--- src/rtl/pcxrle_pkg.sv ---
// shared types and constants of the pcx run-length scanline encoder
`default_nettype none

package pcxrle_pkg;

	localparam logic [5:0] RUN_MAX       = 6'd63;
	localparam logic [7:0] LITERAL_LIMIT = 8'd192;
	localparam logic [7:0] COUNT_MARK    = 8'hC0;
	localparam logic [7:0] FULL_RUN_CODE = 8'hFF;
	localparam int         MAX_CODES     = 4;

	typedef struct packed {
		logic [7:0] pixel;
		logic       line_end;
	} in_item_t;

	typedef struct packed {
		logic [7:0] code_byte;
		logic       last_of_input;
		logic       line_done;
	} out_item_t;

	// codes caused by one input item, oldest in entry 0
	typedef struct packed {
		logic [MAX_CODES-1:0][7:0] codes;
		logic [2:0]                count;
		logic                      line_end;
	} code_set_t;

endpackage

`default_nettype wire

--- src/rtl/pcxrle_encode.sv ---
// run tracking state and code generation for one pixel
`default_nettype none

module pcxrle_encode (
	input  wire                         clk,
	input  wire                         arst_n,
	input  wire                         accept,
	input  wire pcxrle_pkg::in_item_t   item,
	output pcxrle_pkg::code_set_t       code_set
);

	logic [7:0] run_value_q;
	logic [5:0] run_length_q;
	logic       line_open_q;

	logic [7:0] nxt_value;
	logic [5:0] nxt_length;
	logic [5:0] inc_length;
	logic [2:0] n;
	logic [3:0][7:0] codes;

	always_comb begin
		codes      = '0;
		n          = 3'd0;
		nxt_value  = run_value_q;
		nxt_length = run_length_q;
		inc_length = run_length_q + 6'd1;

		if (!line_open_q) begin
			nxt_value  = item.pixel;
			nxt_length = 6'd1;
		end else if (item.pixel == run_value_q) begin
			if (inc_length == pcxrle_pkg::RUN_MAX) begin
				codes[n[1:0]] = pcxrle_pkg::FULL_RUN_CODE;
				n = n + 3'd1;
				codes[n[1:0]] = item.pixel;
				n = n + 3'd1;
				nxt_length = 6'd0;
			end else begin
				nxt_length = inc_length;
			end
		end else begin
			// close the run that the new pixel breaks
			if (run_length_q != 6'd0) begin
				if (run_length_q == 6'd1 && run_value_q < pcxrle_pkg::LITERAL_LIMIT) begin
					codes[n[1:0]] = run_value_q;
					n = n + 3'd1;
				end else begin
					codes[n[1:0]] = pcxrle_pkg::COUNT_MARK | {2'b00, run_length_q};
					n = n + 3'd1;
					codes[n[1:0]] = run_value_q;
					n = n + 3'd1;
				end
			end
			nxt_value  = item.pixel;
			nxt_length = 6'd1;
		end

		// flush at end of scanline
		if (item.line_end && nxt_length != 6'd0) begin
			if (nxt_length == 6'd1 && nxt_value < pcxrle_pkg::LITERAL_LIMIT) begin
				codes[n[1:0]] = nxt_value;
				n = n + 3'd1;
			end else begin
				codes[n[1:0]] = pcxrle_pkg::COUNT_MARK | {2'b00, nxt_length};
				n = n + 3'd1;
				codes[n[1:0]] = nxt_value;
				n = n + 3'd1;
			end
		end

		code_set.codes    = codes;
		code_set.count    = n;
		code_set.line_end = item.line_end;
	end

	always_ff @(posedge clk or negedge arst_n) begin
		if (!arst_n) begin
			run_value_q  <= 8'd0;
			run_length_q <= 6'd0;
			line_open_q  <= 1'b0;
		end else if (accept) begin
			if (item.line_end) begin
				run_value_q  <= 8'd0;
				run_length_q <= 6'd0;
				line_open_q  <= 1'b0;
			end else begin
				run_value_q  <= nxt_value;
				run_length_q <= nxt_length;
				line_open_q  <= 1'b1;
			end
		end
	end

endmodule

`default_nettype wire

--- src/rtl/pcxrle_serial.sv ---
// code slot and output register, one code byte per transfer
`default_nettype none

module pcxrle_serial (
	input  wire                         clk,
	input  wire                         arst_n,
	input  wire                         load,
	input  wire pcxrle_pkg::code_set_t  code_set,
	output logic                        slot_free,
	output logic                        out_valid,
	input  wire                         out_ready,
	output pcxrle_pkg::out_item_t       out_data
);

	pcxrle_pkg::code_set_t slot_s1;
	logic                  slot_valid_s1;
	logic [1:0]            idx_q;
	pcxrle_pkg::out_item_t out_s2;
	logic                  out_valid_s2;

	logic move;
	logic slot_last;

	assign move      = slot_valid_s1 && (!out_valid_s2 || out_ready);
	assign slot_last = ({1'b0, idx_q} + 3'd1) == slot_s1.count;
	assign slot_free = !slot_valid_s1 || (move && slot_last);

	always_ff @(posedge clk or negedge arst_n) begin
		if (!arst_n) begin
			slot_valid_s1 <= 1'b0;
			idx_q         <= 2'd0;
		end else if (load) begin
			slot_valid_s1 <= 1'b1;
			idx_q         <= 2'd0;
		end else if (move && slot_last) begin
			slot_valid_s1 <= 1'b0;
		end else if (move) begin
			idx_q <= idx_q + 2'd1;
		end
	end

	always_ff @(posedge clk) begin
		if (load) begin
			slot_s1 <= code_set;
		end
	end

	always_ff @(posedge clk or negedge arst_n) begin
		if (!arst_n) begin
			out_valid_s2 <= 1'b0;
		end else if (move) begin
			out_valid_s2 <= 1'b1;
		end else if (out_ready) begin
			out_valid_s2 <= 1'b0;
		end
	end

	always_ff @(posedge clk) begin
		if (move) begin
			out_s2.code_byte     <= slot_s1.codes[idx_q];
			out_s2.last_of_input <= slot_last;
			out_s2.line_done     <= slot_last && slot_s1.line_end;
		end
	end

	assign out_valid = out_valid_s2;
	assign out_data  = out_s2;

endmodule

`default_nettype wire

--- src/rtl/pcx_rle_scanline_encoder.sv ---
// pcx run-length scanline encoder: one pixel in, zero to four code bytes out
// output: the codes of a pixel are registered in the code slot, then moved one by one into the output register
// throughput: one pixel per cycle while the code slot is free; else the next pixel waits until the slot moves
//   its last code byte into the single byte-wide output register
// reset: arst_n clears run state, the code slot and the output register
`default_nettype none

module pcx_rle_scanline_encoder (
	input  wire                         clk,
	input  wire                         arst_n,
	input  wire                         in_valid,
	output logic                        in_ready,
	input  wire pcxrle_pkg::in_item_t   in_data,
	output logic                        out_valid,
	input  wire                         out_ready,
	output pcxrle_pkg::out_item_t       out_data
);

	// input transfer and the codes it causes
	logic                  accept;
	logic                  slot_free;
	pcxrle_pkg::code_set_t code_set;

	// a pixel is taken whenever the slot is empty or drains this cycle,
	// so a finished code may still wait on the output while the next pixel enters
	assign in_ready = slot_free;
	assign accept   = in_valid && in_ready;

	// run state lives here; codes come out combinationally from state and pixel
	pcxrle_encode u_encode (
		.clk      (clk),
		.arst_n   (arst_n),
		.accept   (accept),
		.item     (in_data),
		.code_set (code_set)
	);

	// pixels that only extend a run load nothing into the slot
	pcxrle_serial u_serial (
		.clk       (clk),
		.arst_n    (arst_n),
		.load      (accept && code_set.count != 3'd0),
		.code_set  (code_set),
		.slot_free (slot_free),
		.out_valid (out_valid),
		.out_ready (out_ready),
		.out_data  (out_data)
	);

	// end of line always flushes at least one code
	assert property (@(posedge clk) disable iff (!arst_n)
		(accept && in_data.line_end) |-> (code_set.count != 3'd0))
		else $error("line end transfer produced no code");

	// never more codes than the slot holds
	assert property (@(posedge clk) disable iff (!arst_n)
		accept |-> (code_set.count <= 3'd4))
		else $error("code count exceeds slot depth");

	// line_done only on the last code of its input
	assert property (@(posedge clk) disable iff (!arst_n)
		(out_valid && out_data.line_done) |-> out_data.last_of_input)
		else $error("line_done without last_of_input");

endmodule

`default_nettype wire

--- config.mk ---
export PLATFORM = sky130hd
export DESIGN_NAME = pcx_rle_scanline_encoder
export DESIGN_NICKNAME = d
export VERILOG_FILES = /design/src/rtl/pcxrle_pkg.sv /design/src/rtl/pcxrle_encode.sv /design/src/rtl/pcxrle_serial.sv /design/src/rtl/pcx_rle_scanline_encoder.sv
export SDC_FILE = /design/constraint.sdc
export NUM_CORES = 1
export LEC_CHECK = 0
export BUFFER_PORTS_ARGS = -buffer_cell sky130_fd_sc_hd__buf_4
export CAP_MARGIN = 20
export CORE_MARGIN = 2
export CORE_UTILIZATION = 55
export DETAILED_ROUTE_END_ITERATION = 10
export GPL_TIMING_DRIVEN = 0
export HOLD_SLACK_MARGIN = 0.12
export PLACE_DENSITY = 0.82
export SLEW_MARGIN = 10
export SYNTH_ARGS = -nofsm -noshare
export SYNTH_HDL_FRONTEND = slang
export SYNTH_SLANG_ARGS = --single-unit
--- constraint.sdc ---
create_clock -name clk -period 9.45 [get_ports clk]
set_input_delay 0.4725 -clock clk [delete_from_list [all_inputs] [get_ports clk]]
set_output_delay 0.4725 -clock clk [all_outputs]
set_load 0.02 [all_outputs]
==> key figures, run 1 <==
Status
  – Result of the run: completed

Yosys
  – Mapped cell area: between 4000 and 5000 sq um
  – Sequential area share after synthesis: 45.0%
  – Number of enable flip-flop cells after synthesis: 46
  – Synthesized flop and latch total: 65
  – Synth warnings: 0
  – Synthesized net count: slightly above 400
  – Area leader, netlist: sky130_fd_sc_hd__edfxtp_1
  – Count of different cell masters after synthesis: 75
  – Synth Flop Type: sky130_fd_sc_hd__edfxtp_1
  – Share of synthesized registers carrying an async set or reset: 29.2%
  – Syn avg cell area: approximately 11 sq um
  – Number of instances in the synthesized netlist: about 380
  – Share of the synthesized area in the top cell type: between 30% and 40%
  – Largest cells by area after synthesis: sky130_fd_sc_hd__edfxtp_1 33%, sky130_fd_sc_hd__dfrtp_1 12%, sky130_fd_sc_hd__mux4_2 4.4%

Placement
  – HPWL after DPL: 7830 um
  – Count of buffers inserted at the top-level ports: 21
  – Cell area after placement: 4430 sq um
  – Routability congestion estimate: 1.02

Worst setup path
  – Maximum net fanout on the critical path: 33
  – Worst EP arrival: 4.85 ns
  – Type of element capturing the critical path: register
  – Type of the setup path with the least slack: register to register
  – Required time of the critical path: 9.54 ns
  – Startpoint type of the worst setup path: register

Global route
  – Overflow left after global routing: 0
  – Aggregate global-route resource usage: 27.4%
  – Via count of the first global-routing pass: about 3300
  – Pin count of the biggest net entering global routing: 34
  – Busiest layer in global routing: met2
  – Met1 track demand over resource: 37.4%
  – First-pass GRT wire length: 17500 um
  – Met3 capacity usage during global routing: 5.76%
  – GR met2 Demand/Resource: 43.1%
  – Initial antenna violation count: 0

Die
  – Number of ports placed on the die boundary: 25
  – Initial core utilization: 56.9%
  – Die area: between 8000 and 9000 sq um
  – Horizontal extent of the die: 90.6 um
  – Vertical die dimension: around 91 um
  – Num rows: 31
  – Core region area: 7250 sq um

Power
  – Cell area power density: around 270 nW/um^2
  – Standby leakage power: 1.78 nW
  – Max IR drop VDD: 0.122 mV

Flow run
  – Number of violations of the max-capacitance limit: 0

Final layout
  – Final instance area: 4690 sq um
  – Multi-input logic area: 2080 sq um
  – Synthesis-to-layout area growth: 13.6%
  – Count of nets after finishing: 439
  – Fraction of layout instances using a drive strength above 1: 20.7%
  – Final-layout fill cell count: between 500 and 600
  – Sequential Area: ~1900 sq um
  – Number of diodes: 0

Clock tree
  – Post-CTS clock slew at the launch and capture registers of the worst setup and hold paths: 0.08 ns
  – Clock sink total: 65
  – Clock tree from TritonCTS: built
  – Post-CTS Setup Inserts: 0
  – Buffer depth of the longest clock path: 2
  – Cell chosen for the clock root: sky130_fd_sc_hd__clkbuf_8
  – Resized Gates After CTS: 0
  – Clock Latency Late Sink: 0.35 ns
  – H-Tree Depth: 3
  – Clock buffers created by TritonCTS: 9

Timing
  – Setup repair after global routing missed its margin: no
  – Slew @ Worst Pin: 0.687 ns
  – Peak clock frequency supported by timing: 210 MHz
  – Final count of hold timing violations: 0
  – Number of slew-limit violations in the final report: 0
  – Final-report setup violation count: 0
  – Total negative slack: 0 ns
  – Max_slew headroom: 54.1%
  – Minimum period implied by the final worst setup slack: 4.76 ns
  – Max Clock Skew: 0.0110 ns
  – Final clock period utilization by the worst path: 50.4%

Routing
  – Post-detailed-routing wire length: 10700 um
  – Drt initial violations: between 500 and 600
  – Number of vias per cell: 6.42
  – DRC violation count after routing: 0
  – Final antenna-violating net count: 0
  – First drt pass iteration count: 6
  – Via count: 3330
  – Average detailed-routed wire length per instance: 20.7 um

Hold path
  – Hold Path Class: primary input to register
cells by family after synthesis:
logic type | count (synthesis) | share of synthesized area (%)
simple gates | 118 | 15.1
compound gates | 116 | 22.4
flops | 65 | 45.0
buf+inv | 42 | 4.79
xor+xnor | 17 | 3.97
mux | 12 | 5.40
fa+ha+maj | 11 | 3.34
state kept, by name, summed over array words and instances, names as in the netlist:
name,cells
u_encode.run_value_q,8
u_serial.idx_q,2
u_serial.slot_valid_s1,1
u_encode.line_open_q,1
u_encode.run_length_q,6
u_serial.out_data,10
u_serial.slot_s1,36
u_serial.out_valid,1
area by class of cell:
type                       instances  area share (%)
inverter                          20            1.60
multi-input combinational        274            44.3
buffer                            22            2.62
sequential                        65            39.6
timing repair buffer              23            4.01
clock buffer                      10            2.72
tap                               99            2.64
clock inverter                     6            2.46
synth_stat cells (6+ instances only):
cell type and number:
sky130_fd_sc_hd__and2_1 9, sky130_fd_sc_hd__mux4_2 8, sky130_fd_sc_hd__dfrtp_1 19, sky130_fd_sc_hd__buf_2 7, sky130_fd_sc_hd__xnor2_1 10, sky130_fd_sc_hd__a21oi_1 20
sky130_fd_sc_hd__buf_4 6, sky130_fd_sc_hd__nand2b_1 8, sky130_fd_sc_hd__nand3_1 9, sky130_fd_sc_hd__inv_1 20, sky130_fd_sc_hd__edfxtp_1 46, sky130_fd_sc_hd__ha_1 11
sky130_fd_sc_hd__a22oi_1 13, sky130_fd_sc_hd__nand2_1 24, sky130_fd_sc_hd__clkbuf_1 6, sky130_fd_sc_hd__nor3_1 11, sky130_fd_sc_hd__o31ai_1 7, sky130_fd_sc_hd__o21ai_0 14
sky130_fd_sc_hd__nor2_1 28
report_power, final:
group,switching (mW),internal [mW]
registers,0.0447,0.407
clock network,0.114,0.177
logic,0.315,0.200
total,0.473,0.784
worst max-delay path, stage by stage (launching register included):
cell,delay (ns)
sky130_fd_sc_hd__dfrtp_1,0.50
sky130_fd_sc_hd__inv_1,0.18
sky130_fd_sc_hd__ha_1,0.18
sky130_fd_sc_hd__nand3_1,0.14
sky130_fd_sc_hd__nor3_1,0.46
sky130_fd_sc_hd__nor2_1,0.23
sky130_fd_sc_hd__a2bb2oi_2,0.61
sky130_fd_sc_hd__inv_1,0.19
sky130_fd_sc_hd__ha_1,0.22
sky130_fd_sc_hd__clkbuf_1,0.24
sky130_fd_sc_hd__o21ai_0,0.28
sky130_fd_sc_hd__nor2_1,0.06
sky130_fd_sc_hd__a31oi_1,0.14
sky130_fd_sc_hd__o22ai_1,0.15
sky130_fd_sc_hd__a211oi_1,0.56
sky130_fd_sc_hd__nor2_4,0.12
sky130_fd_sc_hd__buf_12,0.21
layer usage:
metal | wire length, um | share of wire, % | vias up
li1 | - | - | 1511
met5 | 0 | 0 | -
met3 | 898 | 8.4 | 30
met1 | 4380 | 41 | 1595
met2 | 5110 | 48 | 194
met4 | 339 | 3.2 | 0
path summary, 6_finish.rpt:
check                                                startpoint                                   end  slack (ns)  cells after the start
setup / recovery           u_encode.run_length_q[0]$_DFFE_PN0P_    u_serial.slot_s1[33]$_SDFFCE_PP0P_        4.69                     16
hold / removal                                         in_valid    u_serial.slot_valid_s1$_DFFE_PN0P_        0.39                      3
setup reg to reg           u_encode.run_length_q[0]$_DFFE_PN0P_    u_serial.slot_s1[33]$_SDFFCE_PP0P_        4.69                     16
hold reg to reg              u_serial.slot_valid_s1$_DFFE_PN0P_        u_serial.out_valid$_DFFE_PN0P_        0.51                      1
max in group asynchronous                                arst_n   u_encode.run_value_q[5]$_DFFE_PN0P_        8.66                      2
min in group asynchronous                                arst_n  u_encode.run_length_q[2]$_DFFE_PN0P_        0.55                      2
cell usage in the layout (no fill, tap or decap), types with 5 or more instances in the layout:
cell	count
sky130_fd_sc_hd__xor2_1	5
sky130_fd_sc_hd__ha_1	11
sky130_fd_sc_hd__clkbuf_8	9
sky130_fd_sc_hd__o211ai_1	5
sky130_fd_sc_hd__buf_2	7
sky130_fd_sc_hd__nand2_1	24
sky130_fd_sc_hd__clkbuf_1	7
sky130_fd_sc_hd__mux4_2	8
sky130_fd_sc_hd__o31ai_1	7
sky130_fd_sc_hd__nor3_1	11
sky130_fd_sc_hd__xnor2_1	10
sky130_fd_sc_hd__nand3_1	9
sky130_fd_sc_hd__nand2b_1	8
sky130_fd_sc_hd__nor2_1	27
sky130_fd_sc_hd__o21ai_0	14
sky130_fd_sc_hd__a21oi_1	20
sky130_fd_sc_hd__and2_1	9
sky130_fd_sc_hd__edfxtp_1	46
sky130_fd_sc_hd__a221o_1	5
sky130_fd_sc_hd__a22oi_1	13
sky130_fd_sc_hd__inv_1	20
sky130_fd_sc_hd__a22o_1	5
sky130_fd_sc_hd__dfrtp_1	19
sky130_fd_sc_hd__a211oi_1	5
sky130_fd_sc_hd__buf_4	27
metrics by stage:
stage	total power, mW	hold WS (ns)	setup WS, ns	cells	utilization (%)
after floorplan	0.800	0.177	4.79	381	-
after global placement	0.935	0.371	3.53	501	60.7
after detailed placement	0.963	0.373	4.93	502	61.1
after CTS	1.25	0.381	4.84	519	64.6
after global routing	1.32	0.395	4.44	519	64.6
final	1.26	0.388	4.69	519	64.6
timing repair:
item / CTS / global route
hold endpoints to repair: 19 / 0
setup endpoints to repair: 0 / 0
hold buffers: 1 / 0
Power figures use the tool's default switching activity.
==> inputs of run 2 (changes only) <==
PLACE_DENSITY = 0.85   (was 0.82)
clock period = 3.9 ns   (was 9.45 ns; I/O delays follow)
==> run 2 against run 1 <==
Compared with the run above:
- utilization rose by 2.9 points
- first-iteration DRC count rose by 11%
- worst hold slack got worse by 0.25 ns
- clock power rose by 120%
- setup slack got worse by 4.6 ns
- power rose by 150%
- via count rose by 5.8%
- final cell count rose by 3.1%
- non-clock buffer count rose by 15
- critical endpoint is now u_serial.slot_s1[27]$_SDFFCE_PP0P_
==> key figures, run 2 (same netlist as run 1, synthesis figures left out) <==
Final layout
  – Final-layout fill cell count: 545 (-6.0%)
  – Largest Register: u_serial.slot_s1
  – Multi-input logic area: 2170 sq um (+4.6%)
  – Synthesis-to-layout area growth: 18.8%
  – Count of nets after finishing: 455 (+3.6%)
  – Fraction of layout instances using a drive strength above 1: 26.4% (+5.7 points)
  – Most common cell after layout, fill and taps aside: sky130_fd_sc_hd__edfxtp_1
  – Number of flip-flops in the largest register: 36 (unchanged)
  – Number of diodes: 0 (unchanged)
  – Sequential Area: 1860 sq um (about the same)
  – Top library cells by usage in the layout, fill and taps aside: 46 x sky130_fd_sc_hd__edfxtp_1, 40 x sky130_fd_sc_hd__buf_4, 25 x sky130_fd_sc_hd__nor2_1
  – Filler-free cell count of the finished design: 535 (+3.1%)

Routing
  – Met2 WL: 5510 um (+7.7%)
  – Via count: 3522 (+5.8%)
  – Final antenna-violating net count: 0 (unchanged)
  – DRC violation count after routing: 0 (unchanged)
  – Drt initial violations: 562 (+11%)
  – First drt pass iteration count: 5 (-1)
  – Number of vias per cell: 6.58 (+2.6%)
  – Average detailed-routed wire length per instance: 21.4 um (+3.5%)
  – Max layer used: met4
  – Post-detailed-routing wire length: 11400 um (+6.7%)
  – Met3 routed WL: 1070 um (+19%)
  – Routed length on met1: 4400 um (+0.37%)

Worst setup path
  – Maximum net fanout on the critical path: 7 (-79%)
  – Register-to-register setup slack: 0.09 ns (-4.60 ns)
  – R2R cell count: 14 (-2)
  – Required time of the critical path: 4.02 ns (-5.52 ns)
  – Type of the setup path with the least slack: register to register
  – Type of element capturing the critical path: register
  – Worst R2R Start: u_encode.run_value_q[7]$_DFFE_PN0P_
  – Worst EP arrival: 3.93 ns (-0.92 ns)
  – Startpoint type of the worst setup path: register
  – Origin of the worst setup path: u_encode.run_value_q[7]$_DFFE_PN0P_
  – Reg-to-reg endpoint: u_serial.slot_s1[27]$_SDFFCE_PP0P_

Timing
  – Peak clock frequency supported by timing: 262 MHz (+25%)
  – Final count of hold timing violations: 0 (unchanged)
  – Max_slew headroom: 46.2% (-7.9 points)
  – Slew @ Worst Pin: 0.806 ns (+0.119 ns)
  – Hold Slack: 0.138 ns (-0.250 ns)
  – Number of slew-limit violations in the final report: 0 (unchanged)
  – Final clock period utilization by the worst path: 97.8% (+47 points)
  – Final setup margin: 0.0876 ns (-4.60 ns)
  – Final-report setup violation count: 0 (unchanged)
  – Max Clock Skew: 0.0146 ns (+0.00355 ns)
  – Minimum period implied by the final worst setup slack: 3.81 ns (-0.949 ns)

Status
  – Result of the run: completed

Power
  – Cell area power density: 638 nW/um^2 (+140%)
  – Max IR drop VDD: 0.256 mV (+110%)
  – Overall power after layout: 3.13 mW (+150%)
  – Standby leakage power: 1.86 nW (+4.7%)

Hold path
  – Start point of the worst min-delay path: out_ready
  – Hold Path Class: primary input to register
  – Endpoint with the worst hold slack: u_serial.out_valid$_DFFE_PN0P_
  – Worst hold stages: 3 (unchanged)

Global route
  – Initial antenna violation count: 0 (unchanged)
  – Via count of the first global-routing pass: 3405 (+4.2%)
  – Aggregate global-route resource usage: 28.8% (+1.4 points)
  – Overflow left after global routing: 0 (unchanged)
  – Pin count of the biggest net entering global routing: 20 (-41%)
  – First-pass GRT wire length: 18300 um (+4.2%)

Placement
  – HPWL after DPL: 7880 um (+0.71%)
  – Routability congestion estimate: 0.937 (-8.0%)
  – Post-place setup slack: -0.715 ns (-5.65 ns)
  – Count of buffers inserted at the top-level ports: 21 (unchanged)
  – # placed instances: 501 (-0.20%)

Clock tree
  – H-Tree Depth: 3 (unchanged)
  – Post-CTS clock slew at the launch and capture registers of the worst setup and hold paths: 0.08 ns (about the same)
  – Buffer depth of the longest clock path: 2 (unchanged)
  – Cell chosen for the clock root: sky130_fd_sc_hd__clkbuf_8
  – Clock sink total: 65 (unchanged)
  – Clock Latency Late Sink: 0.36 ns (about the same)
  – Clock tree from TritonCTS: built
  – Clock buffers created by TritonCTS: 9 (unchanged)

Die
  – Horizontal extent of the die: 90.6 um (unchanged)
  – Number of ports placed on the die boundary: 25 (unchanged)
  – Vertical die dimension: 90.6 um (unchanged)
  – Die area: 8210 sq um (unchanged)
  – Num rows: 31 (unchanged)
  – Initial core utilization: 56.9% (unchanged)
  – Core region area: 7250 sq um (unchanged)

Flow run
  – Number of violations of the max-capacitance limit: 0 (unchanged)
-- run 2: metal layers --
| layer | vias to the layer above | track usage, % |
|---|---|---|
| li1 | 1553 | - |
| met1 | 1683 | 37.6 |
| met2 | 227 | 46.1 |
| met3 | 59 | 6.43 |
| met4 | 0 | 12.7 |
| met5 | - | 0 |
-- run 2: stage by stage --
| step | area (sq um) | utilization [%] | setup TNS (ns) |
|---|---|---|---|
| after detailed placement | 4410 | 60.8 | -26.18 |
| after floorplan | 4130 | - | 0 |
| after global routing | 4900 | 67.5 | -0.0153 |
| final | 4900 | 67.5 | 0 |
| after CTS | 4790 | 66.1 | 0 |
| after global placement | 4410 | 60.8 | -22.55 |
-- run 2: timing repair --
item | in CTS | in global routing
endpoints found under the setup margin | 45 | 39
buffers inserted | 8 | 7
hold endpoints to repair | 21 | 0
hold buffers | 3 | 0
cloned | 1 | 0
gates resized for setup | 6 | 13
pin swaps | 4 | 5
-- run 2: area by class of cell --
cell class | instances | area share, %
Timing Repair Buffer | 39 | 6.64
Multi-Input combinational cell | 275 | 44.4
Clock buffer | 9 | 2.53
Buffer | 21 | 2.43
Clock inverter | 7 | 2.04
Tap cell | 99 | 2.53
Sequential cell | 65 | 37.9
Inverter | 20 | 1.53
-- run 2: worst max-delay path by stage --
stage,endpoint,slack (ns)
2_1_floorplan,u_serial.slot_s1[0]$_DFFE_PP_,0.17
3_3_place_gp,u_serial.slot_s1[11]$_DFFE_PP_,-0.62
3_5_place_dp,u_serial.slot_s1[4]$_DFFE_PP_,-0.71
4_1_cts,u_serial.slot_s1[26]$_SDFFCE_PP0P_,0.006
5_1_grt,u_serial.slot_s1[18]$_DFFE_PP_,-0.004
6_report,u_serial.slot_s1[27]$_SDFFCE_PP0P_,0.09
-- run 2: report_power, final --
part	internal (mW)	total (mW)	leakage, nW	switching (mW)
registers	0.988	1.10	0.674	0.111
clock network	0.365	0.653	0.114	0.288
logic	0.560	1.37	1.07	0.814
total	1.91	3.13	1.86	1.21
-- run 2: worst max-delay path, stage by stage (launching register included) --
cell                        delay, ns
sky130_fd_sc_hd__dfrtp_1         0.45
sky130_fd_sc_hd__xnor2_1         0.28
sky130_fd_sc_hd__nand4_1         0.26
sky130_fd_sc_hd__buf_4           0.21
sky130_fd_sc_hd__nor3_2          0.39
sky130_fd_sc_hd__a2bb2oi_4       0.30
sky130_fd_sc_hd__ha_4            0.21
sky130_fd_sc_hd__nor3b_1         0.05
sky130_fd_sc_hd__a311o_1         0.32
sky130_fd_sc_hd__a21oi_1         0.18
sky130_fd_sc_hd__nand3_1         0.21
sky130_fd_sc_hd__a211oi_4        0.27
sky130_fd_sc_hd__buf_4           0.17
sky130_fd_sc_hd__nor2_4          0.04
sky130_fd_sc_hd__buf_4           0.21
==> inputs of run 3 (changes only) <==
CELL_PAD_IN_SITES_DETAIL_PLACEMENT = 2   (was unset)
CELL_PAD_IN_SITES_GLOBAL_PLACEMENT = 2   (was unset)
CORE_UTILIZATION = 37   (was 55)
==> run 3 against run 2 <==
Compared with the run above:
- first-iteration DRC count down 52%
- fmax down 1.9%
- clock power fell by 23%
- combinational power grew 11%
- flip-flop and latch count unchanged
- routed wire length up 42%
- count of clock-buffer cells in the layout rose by 1
- highest routed layer unchanged
==> key figures, run 3 (same netlist as run 1, synthesis figures left out) <==
Status
  – Result of the run: completed

Hold path
  – Hold Path Class: primary input to register

Routing
  – Via count: 3631 (+3.1%)
  – Average detailed-routed wire length per instance: 27.8 um (+30%)
  – DRC violation count after routing: 0 (unchanged)
  – Final antenna-violating net count: 0 (unchanged)
  – Number of vias per cell: 6.24 (-5.2%)
  – Post-detailed-routing wire length: 16200 um (+42%)
  – Drt initial violations: 271 (-52%)
  – First drt pass iteration count: 6 (+1)

Global route
  – Initial antenna violation count: 0 (unchanged)
  – Pin count of the biggest net entering global routing: 20 (unchanged)
  – First-pass GRT wire length: 23000 um (+26%)
  – Aggregate global-route resource usage: 26.4% (-2.3 points)
  – Via count of the first global-routing pass: 3895 (+14%)
  – Overflow left after global routing: 0 (unchanged)

Clock tree
  – Cell chosen for the clock root: sky130_fd_sc_hd__clkbuf_8
  – H-Tree Depth: 3 (unchanged)
  – Clock tree from TritonCTS: built
  – Buffer depth of the longest clock path: 2 (unchanged)
  – Post-CTS clock slew at the launch and capture registers of the worst setup and hold paths: 0.08 ns (about the same)
  – Clock Latency Late Sink: 0.36 ns (about the same)
  – Clock buffers created by TritonCTS: 9 (unchanged)
  – Clock sink total: 65 (unchanged)

Timing
  – Final clock period utilization by the worst path: 99.7% (+1.9 points)
  – Number of slew-limit violations in the final report: 0 (unchanged)
  – Max_slew headroom: 36.5% (-9.7 points)
  – Final-report setup violation count: 0 (unchanged)
  – Minimum period implied by the final worst setup slack: 3.89 ns (+0.0745 ns)
  – Total negative slack: 0 ns (unchanged)
  – Max Clock Skew: 0.0100 ns (-0.00455 ns)
  – Peak clock frequency supported by timing: 257 MHz (-1.9%)
  – Slew @ Worst Pin: 0.952 ns (+0.146 ns)
  – Final setup margin: 0.0130 ns (-0.0745 ns)
  – Hold Slack: 0.150 ns (+0.0118 ns)
  – Final count of hold timing violations: 0 (unchanged)

Power
  – Max IR drop VDD: 0.271 mV (+6.1%)
  – Overall power after layout: 3.15 mW (+0.77%)
  – Cell area power density: 634 nW/um^2 (-0.73%)
  – Standby leakage power: 1.89 nW (+1.5%)

Die
  – Die area: 12000 sq um (+46%)
  – Number of ports placed on the die boundary: 25 (unchanged)
  – Vertical die dimension: 110 um (+21%)
  – Initial core utilization: 38.0% (-19 points)
  – Horizontal extent of the die: 110 um (+21%)
  – Num rows: 38 (+23%)
  – Core region area: 10800 sq um (+49%)

Final layout
  – Number of flip-flops in the largest register: 36 (unchanged)
  – Largest Register: u_serial.slot_s1
  – Fraction of layout instances using a drive strength above 1: 29.0% (+2.6 points)
  – Top library cells by usage in the layout, fill and taps aside: 46 x sky130_fd_sc_hd__buf_4, 46 x sky130_fd_sc_hd__edfxtp_1, 24 x sky130_fd_sc_hd__nand2_1, 24 x sky130_fd_sc_hd__nor2_1, 19 x sky130_fd_sc_hd__inv_1
  – Sequential Area: 1860 sq um (about the same)
  – Final instance area: 4970 sq um (+1.5%)
  – Synthesis-to-layout area growth: 20.5%
  – Filler-free cell count of the finished design: 582 (+8.8%)
  – Count of nets after finishing: 461 (+1.3%)
  – Final-layout fill cell count: 1110 (+100%)
  – Multi-input logic area: 2200 sq um (+1.2%)
  – Final core area utilization: 45.9% (-22 points)
  – Number of diodes: 0 (unchanged)

Placement
  – HPWL after DPL: 10500 um (+34%)
  – Count of buffers inserted at the top-level ports: 21 (unchanged)
  – Cell area after placement: 4460 sq um (+1.2%)
  – # placed instances: 542 (+8.2%)
  – Routability congestion estimate: 0.924 (-1.4%)
  – Post-place setup slack: -1.01 ns (-0.295 ns)

Worst setup path
  – Required time of the critical path: 4.02 ns (about the same)
  – Startpoint type of the worst setup path: register
  – Type of the setup path with the least slack: register to register
  – Type of element capturing the critical path: register
  – Maximum net fanout on the critical path: 10 (+3)
  – Worst EP arrival: 4.01 ns (+0.08 ns)

Flow run
  – Number of violations of the max-capacitance limit: 0 (unchanged)
## run 3: changes by cell type in the layout (fill, tap and decap cells not counted), moves of 2 or more
cell / delta
sky130_fd_sc_hd__ha_4: -2
sky130_fd_sc_hd__inv_6: -2
sky130_fd_sc_hd__xnor2_2: +2
sky130_fd_sc_hd__a21oi_1: -2
sky130_fd_sc_hd__a21oi_2: +2
sky130_fd_sc_hd__xnor2_1: -2
sky130_fd_sc_hd__buf_4: +6
sky130_fd_sc_hd__ha_1: +2
sky130_fd_sc_hd__clkinv_2: +2
sky130_fd_sc_hd__bufinv_16: -2
## run 3: where the power goes
part / switching (mW) / internal, mW / total, mW
registers: 0.134 / 0.989 / 1.12
logic: 0.934 / 0.587 / 1.52
clock network: 0.280 / 0.226 / 0.506
## run 3: metal layers
layer / part of all wire (%) / global-route usage, % / wire, um / vias up
met2: 51 / 45.8 / 8280 / 124
met5: 0 / 0 / 0 / -
met3: 4.3 / 4.51 / 694 / 45
met4: 3.6 / 12.5 / 585 / 0
li1: - / - / - / 1554
met1: 41 / 31.9 / 6640 / 1908
## run 3: worst paths after layout
path	from	end	slack, ns	depth (start not counted)
setup / recovery	u_encode.run_length_q[3]$_DFFE_PN0P_	u_serial.slot_s1[29]$_SDFFCE_PP0P_	0.01	15
hold / removal	in_data[0]	u_serial.slot_s1[0]$_DFFE_PP_	0.15	1
hold reg to reg	u_serial.slot_valid_s1$_DFFE_PN0P_	u_serial.out_valid$_DFFE_PN0P_	0.52	1
setup reg to reg	u_encode.run_length_q[3]$_DFFE_PN0P_	u_serial.slot_s1[29]$_SDFFCE_PP0P_	0.01	15
max in group asynchronous	arst_n	u_encode.run_length_q[1]$_DFFE_PN0P_	3.39	2
min in group asynchronous	arst_n	u_serial.slot_valid_s1$_DFFE_PN0P_	0.26	2
## run 3: worst max-delay path, stage by stage, from the launching register on
cell and delay, ns:
sky130_fd_sc_hd__dfrtp_1 0.43, sky130_fd_sc_hd__clkbuf_4 0.23, sky130_fd_sc_hd__or4_4 0.54, sky130_fd_sc_hd__a21oi_2 0.18, sky130_fd_sc_hd__nor2_2 0.10, sky130_fd_sc_hd__a2bb2oi_4 0.21, sky130_fd_sc_hd__buf_4 0.16, sky130_fd_sc_hd__ha_2 0.22
sky130_fd_sc_hd__nor2b_1 0.20, sky130_fd_sc_hd__a311o_1 0.32, sky130_fd_sc_hd__a21oi_2 0.18, sky130_fd_sc_hd__nand3_2 0.18, sky130_fd_sc_hd__a211oi_4 0.27, sky130_fd_sc_hd__buf_4 0.17, sky130_fd_sc_hd__nor2_4 0.05, sky130_fd_sc_hd__buf_12 0.20
## run 3: what timing repair did
action | 4_1_cts | 5_1_grt
gates cloned | 1 | 0
setup endpoints to repair | 60 | 45
pin swaps | 8 | 5
endpoints found under the hold margin | 20 | 0
gates resized for setup | 12 | 16
hold buffers | 2 | 0
setup buffers | 16 | 6
## run 3: cell type report
cell class | count | area share, %
Multi-Input combinational cell | 275 | 44.2
Clock buffer | 10 | 2.57
Clock inverter | 6 | 0.705
Sequential cell | 65 | 37.4
Timing Repair Buffer | 45 | 7.65
Inverter | 20 | 1.51
Buffer | 21 | 2.44
Tap cell | 140 | 3.52
